===== src/rtl/inflight_index_window_macros.svh =====
// Assertion helpers for the index window RTL.
`ifndef INFLIGHT_INDEX_WINDOW_MACROS_SVH
`define INFLIGHT_INDEX_WINDOW_MACROS_SVH

// Property that must hold at every clock edge outside reset.
`define IIW_ASSERT(lbl, prop, msg) \
  lbl: assert property (@(posedge clk_i) disable iff (!rst_ni) (prop)) else $error(msg);

// Implication whose consequence must hold in the cycle after the antecedent.
`define IIW_ASSERT_NEXT(lbl, ante, cons, msg) \
  lbl: assert property (@(posedge clk_i) disable iff (!rst_ni) (ante) |=> (cons)) else $error(msg);

`endif


===== src/rtl/iiw_ram.sv =====
module iiw_ram #(
  parameter int unsigned WIDTH = 8,
  parameter int unsigned DEPTH = 16
) (
  input  logic                     clk_i,
  input  logic                     we_i,
  input  logic [$clog2(DEPTH)-1:0] waddr_i,
  input  logic [WIDTH-1:0]         wdata_i,
  input  logic [$clog2(DEPTH)-1:0] raddr_i,
  output logic [WIDTH-1:0]         rdata_o
);

  logic [WIDTH-1:0] mem_q [DEPTH];

  // One write port and one registered read port.
  always_ff @(posedge clk_i) begin
    if (we_i) begin
      mem_q[waddr_i] <= wdata_i;
    end
    rdata_o <= mem_q[raddr_i];
  end

endmodule


===== config.mk =====
export PLATFORM = sky130hd
export DESIGN_NAME = iiw_ram
export DESIGN_NICKNAME = d
export VERILOG_FILES = /design/src/rtl/inflight_index_window_macros.svh /design/src/rtl/iiw_ram.sv
export SDC_FILE = /design/constraint.sdc
export NUM_CORES = 1
export LEC_CHECK = 0
export BUFFER_PORTS_ARGS = -buffer_cell sky130_fd_sc_hd__buf_4
export CAP_MARGIN = 20
export CELL_PAD_IN_SITES_DETAIL_PLACEMENT = 1
export CELL_PAD_IN_SITES_GLOBAL_PLACEMENT = 1
export CORE_MARGIN = 10
export CORE_UTILIZATION = 35
export DETAILED_ROUTE_END_ITERATION = 12
export PLACE_DENSITY_LB_ADDON = 0.1
export SYNTH_ARGS = -nofsm -noshare
export SYNTH_HDL_FRONTEND = slang
export SYNTH_SLANG_ARGS = --single-unit

===== constraint.sdc =====
create_clock -name clk_i -period 4.2 [get_ports clk_i]
set_clock_uncertainty 0.1 [all_clocks]
set_input_delay 0.21 -clock clk_i [delete_from_list [all_inputs] [get_ports clk_i]]
set_output_delay 0.21 -clock clk_i [all_outputs]
set_load 0.005 [all_outputs]

==> flow_summary.toml, run 1 <==
[run_status]
status = "finished, final reports clean"

[logic_synthesis]
syn_area_per_cell_sq_um = 22.48
yosys-top-cells-area = "edfxtp_1 (75%), mux4_2 (7.9%), mux4_1 (7.1%), dfxtp_1 (3.1%), a22oi_1 (2.3%)"
synth_most_common_cell = "edfxtp_1"
synth_cell_type_count = 19
synth_top_area_share_pct = 74.67
synthArstFlopShare_pct = 0
synth-edff-count = 128
synth_nets = 247
synth_common_cells = "edfxtp_1 (128), mux4_2 (18), a22oi_1 (16)"
synth_top_area_cell = "edfxtp_1"
ys.flop_type = "edfxtp_1"
syn_inst = 229
syn_area_sq_um = 5147
yosys_warnings = 0
ys_seq_area_share_pct = 77.78
ys_ff_latch = 136

[worst_hold_path]
holdCritPathClass = "in -> reg"
min_from = "wdata_i[0]"
hold_depth = 1
whs_endpoint = "mem_q[12][0]$_DFFE_PP_"

[clocking]
cts_tree = "built"
clockRootBuffer = "clkbuf_16"
worst_skew_pair.late_latency_ns = 0.42
cts.clk_slew.worst_paths_ns = 0.05
cts_sinks = 136
htreeDepth = 4
cts_setup_buffers = 0
clk_path_buf_depth = 2
cts_buffers = 17

[sta]
rsz0062_at_grt = "false"
max_freq_mhz = 631.0
slew_headroom_pct = 32.58
worst_pin_slew_ns = 1.008
period_share_pct = 37.73
setup_viol = 0
fin_setup_tns_ns = 0
timing.final.ws_setup_ns = 2.615
slew_violations = 0
final-hold-violation-count = 0
period_minus_slack_ns = 1.585

[die]
die-area_sq_um = 19960
rows = 44
io_pins = 26
fp.coreArea_sq_um = 14480
fp.dieW_um = 141.3
initial_utilization_pct = 35.55
die_y_um = 141.3

[global_routing]
grt_max_degree = 33
grtUsageTotal_pct = 11.89
grt_overflow = 0
grt_pass1_wl_um = 16840
antenna_found_initial = 0
grt_pass1_vias = 2598

[final_layout]
syn_to_final_growth_pct = 18.62
antennaDiodeCount = 0
nets = 285
nFillCells = 1354
layout-drive-gt1-share_pct = 26.07

[setup_path]
crit_slowest_cell = "nor2_1"
critPathRequiredTime_ns = 4.14
r2r_slack_ns = 2.65
r2r_cells = 3
cp_slowest_stage_delay_ns = 0.69
r2r-start = "mem_q[0][6]$_DFFE_PP_"
crit_path_end_kind = "flop"
crit_fanout = 8
cp_data_arrival_time_ns = 1.53
rr_endpoint = "rdata_o[6]$_DFF_P_"
crit_type = "in -> reg"
worstPathCellList = "buf_4, or3b_2, nor2_1"
startpoint_type = "input port"

[power]
powerDensity_nw_per_um2 = 518.3
vdd_ir_drop_max_v = 0.0003125
p_leak_nw = 2.028

[place]
place_ws_ns = 2.023
gp_congestion = 0.7107
hpwlAfterDp_um = 6936
port_buffers = 25

[detailed_routing]
antenna_left = 0
drtIter0Drc = 177
via_count = 2391
wl_per_cell_um = 24.11
drc = 0
first_pass_iters = 4
viasPerCell = 5.153
routed_wl_um = 11190

[flow_run]
cap_violations = 0
[where the power goes]
group	total, mW	internal [mW]	switching [mW]	leakage [nW]
clock network	1.49	0.976	0.515	0.292
registers	1.53	1.52	0.00919	1.22
logic	0.146	0.0639	0.0821	0.512
[cells in the final DEF (no fill, tap or decap), types with 3 or more instances in the layout]
| cell | count |
|---|---|
| a22oi_1 | 16 |
| buf_4 | 27 |
| bufinv_16 | 4 |
| clkbuf_16 | 17 |
| clkinv_1 | 5 |
| clkinv_2 | 4 |
| dfxtp_1 | 8 |
| edfxtp_1 | 128 |
| mux4_1 | 14 |
| mux4_2 | 18 |
| nand2_1 | 9 |
| nor2_1 | 13 |
| nor3_1 | 3 |
[registers in the layout (all words and copies together) (netlist names)]
signal / flops
rdata_o: 8
mem_q: 128
[worst max path at each step]
stage / startpoint / to / slack [ns] / cells after the start
floorplan: waddr_i[2] / mem_q[0][0]$_DFFE_PP_ / 2.40 / 2
global placement: waddr_i[2] / mem_q[0][5]$_DFFE_PP_ / 2.02 / 3
detailed placement: waddr_i[2] / mem_q[0][7]$_DFFE_PP_ / 2.02 / 3
CTS: waddr_i[2] / mem_q[0][0]$_DFFE_PP_ / 2.46 / 3
global route: waddr_i[2] / mem_q[3][3]$_DFFE_PP_ / 2.52 / 3
finish: waddr_i[2] / mem_q[2][3]$_DFFE_PP_ / 2.62 / 3
[area by class of cell]
| cell class | count | area [sq um] | area share, % |
|---|---|---|---|
| Clock buffer | 19 | 432.9 | 7.090 |
| Clock inverter | 13 | 158.9 | 2.602 |
| Multi-Input combinational cell | 83 | 1062 | 17.40 |
| Sequential cell | 136 | 4004 | 65.57 |
| Tap cell | 184 | 230.2 | 3.770 |
| Timing Repair Buffer | 29 | 217.7 | 3.566 |
[kinds of logic (layout without fill, tap and decap cells)]
kind of cell	Yosys count	in the layout	share of synthesized area, %
DFF	136	136	77.78
and+or+nand+nor	35	35	3.184
muxes	32	32	15.02
AOI/OAI and AO/OA	16	16	2.334
buffers and inverters	10	61	1.677
[worst max-delay path, delay by kind of cell]
family / cells / cell delay, ns
buffers and inverters: 1 / 0.12
AND/OR/NAND/NOR: 2 / 1.20
[layer usage]
metal	part of all wire (%)	GRT usage, %	vias to the layer above	wire length [um]
met2	46	17.21	68	5186
met1	46	15.81	1252	5194
met4	2.3	6.250	0	253
met3	4.9	3.505	20	551
li1	-	-	1051	-
met5	0	0	-	0
[stage by stage]
step	power (mW)	hold WS [ns]	instance area [sq um]	cells	util (%)
floorplan	1.630	0.2089	5147	229	-
global placement	1.701	0.4312	5499	430	37.98
detailed placement	1.705	0.4401	5499	430	37.98
CTS	3.202	0.003500	6101	463	42.14
global route	3.277	0.02178	6106	464	42.17
finish	3.165	0.02054	6106	464	42.17
[timing repair]
| item | CTS | global route |
|---|---|---|
| hold buffers | 1 | 0 |
| hold endpoints to repair | 5 | 0 |
| gates resized for setup | 0 | 0 |
| endpoints found under the setup margin | 0 | 0 |
No activity file was read; power rests on OpenSTA's default activity.
==> run 2: changes to the inputs <==
==> constraint.sdc (replaced) <==
create_clock -name clk_i -period 1.4 [get_ports clk_i]
set_clock_uncertainty 0.1 [all_clocks]
set_input_delay 0.07 -clock clk_i [delete_from_list [all_inputs] [get_ports clk_i]]
set_output_delay 0.07 -clock clk_i [all_outputs]
set_load 0.005 [all_outputs]
==> flow_summary.toml, run 2 (same netlist as run 1, synthesis figures left out) <==
[setup_path]
critPathRequiredTime_ns = 1.58
cp_data_arrival_time_ns = 1.56
cp_slowest_stage_delay_ns = 0.48
crit_type = "reg -> reg"
crit_path_end_kind = "flop"
crit_slowest_cell = "mux4_2"
worstPathCellList = "mux4_2, a22oi_2, nand2_1"
startpoint_type = "flop"
crit_fanout = 1

[final_layout]
multi_input_area_sq_um = 1074
largest_register_ffs = 128
nFillCells = 1354
antennaDiodeCount = 0
reg_top3 = "mem_q (128), rdata_o (8)"
nets = 326
syn_to_final_growth_pct = 26.03
layout-drive-gt1-share_pct = 39.88
regArea_sq_um = 4004
final_cell_mix = "edfxtp_1 (128), buf_4 (57), mux4_2 (27), clkbuf_16 (17), nor2_1 (13)"
final_common_cell = "edfxtp_1"
regMostFlops = "mem_q"
post-route-cell-area_sq_um = 6487

[clocking]
clockRootBuffer = "clkbuf_16"
cts_tree = "built"
worst_skew_pair.late_latency_ns = 0.41
cts.clk_slew.worst_paths_ns = 0.05
htreeDepth = 4
cts_buffers = 17
cts_sinks = 136
clk_path_buf_depth = 2

[sta]
worst_pin_slew_ns = 0.9880
max_freq_mhz = 720.9
period_minus_slack_ns = 1.387
fin_setup_tns_ns = 0
rsz0062_at_grt = "true"
period_share_pct = 99.09
setup_viol = 0
final-hold-violation-count = 0
slew_violations = 0
slew_headroom_pct = 34.00

[detailed_routing]
viasPerCell = 4.952
first_pass_iters = 4
antenna_left = 0
drc = 0
wl_per_cell_um = 22.11
via_count = 2501
drtIter0Drc = 187
routed_wl_um = 11170

[power]
vdd_ir_drop_max_v = 0.0009921
powerDensity_nw_per_um2 = 1445
p_leak_nw = 2.218

[die]
initial_utilization_pct = 35.55
die-area_sq_um = 19960
fp.dieW_um = 141.3
io_pins = 26
die_y_um = 141.3
rows = 44
fp.coreArea_sq_um = 14480

[global_routing]
grt_overflow = 0
grt_pass1_vias = 2786
grt_pass1_wl_um = 17350
grtUsageTotal_pct = 11.85
grt_max_degree = 17
antenna_found_initial = 0

[flow_run]
cap_violations = 0

[place]
gp_congestion = 0.7036
port_buffers = 25
hpwlAfterDp_um = 7746
place_area_sq_um = 5824

[run_status]
status = "finished, final reports clean"

[worst_hold_path]
holdCritPathClass = "in -> reg"
==> run 2: cell types whose count changed in the layout (fill, tap and decap cells not counted) <==
| cell | previous run | this run |
|---|---|---|
| clkinv_2 | 4 | 6 |
| clkbuf_1 | 2 | 0 |
| clkinv_1 | 5 | 4 |
| mux4_1 | 14 | 5 |
| buf_12 | 0 | 5 |
| mux4_2 | 18 | 27 |
| a22oi_2 | 0 | 9 |
| dlygate4sd3_1 | 1 | 8 |
| clkbuf_8 | 0 | 3 |
| buf_2 | 1 | 0 |
| buf_4 | 27 | 57 |
| a22oi_1 | 16 | 7 |
| bufinv_16 | 4 | 2 |
==> run 2: stage by stage <==
step / utilization (%) / power [mW] / hold WS (ns) / std cells / setup WS, ns
floorplan: - / 4.889 / 0.06887 / 229 / -0.03615
global placement: 40.23 / 5.171 / 0.2808 / 465 / -0.2417
detailed placement: 40.23 / 5.179 / 0.2953 / 465 / -0.2302
CTS: 44.89 / 9.475 / 0.04071 / 505 / -0.01386
global route: 44.81 / 9.695 / 0.05223 / 505 / -0.02915
finish: 44.81 / 9.371 / 0.05388 / 505 / 0.01278
==> run 2: final cells by class <==
cell class	count	share of cell area, %
clock inverter	12	1.620
clock buffer	20	7.194
sequential	136	61.72
timing repair buffer	70	9.373
multi-input combinational	83	16.55
tap	184	3.549
==> run 2: critical path, delay by kind of cell, from the launching register on <==
kind	cells	cell delay, ns
AND/OR/NAND/NOR	1	0.11
flip-flops	1	0.36
AO/OA/AOI/OAI	1	0.20
multiplexers	1	0.48
==> run 2: final timing paths <==
path                                              from                     to  slack [ns]  cells past startpoint
worst max-delay path             mem_q[3][1]$_DFFE_PP_     rdata_o[1]$_DFF_P_        0.01                      3
worst min register to register  mem_q[14][0]$_DFFE_PP_     rdata_o[0]$_DFF_P_        0.58                      3
worst max register to register   mem_q[3][1]$_DFFE_PP_     rdata_o[1]$_DFF_P_        0.01                      3
worst min-delay path                        waddr_i[1]  mem_q[0][3]$_DFFE_PP_        0.05                      3
==> run 2: report_power, final <==
part,leakage [nW],total [mW],switching [mW],internal [mW]
combinational,0.706,0.537,0.266,0.271
clock,0.289,4.25,1.53,2.71
sequential,1.22,4.59,0.0333,4.55
total,2.22,9.37,1.83,7.54
==> run 2: timing repair <==
action / CTS / global route
setup buffers: 0 / 0
gates resized for setup: 10 / 8
cloned: 0 / 0
pin swaps: 4 / 6
hold buffers: 8 / 0
setup endpoints to repair: 7 / 7
hold endpoints to repair: 128 / 0
==> run 2: per-layer routing <==
| layer | part of all wire [%] | vias to the layer above | global-route usage, % |
|---|---|---|---|
| met2 | 48 | 44 | 18.17 |
| met4 | 1.4 | 0 | 4.565 |
| li1 | - | 1126 | - |
| met5 | 0 | - | 0 |
| met1 | 47 | 1319 | 15.54 |
| met3 | 3.1 | 12 | 3.438 |
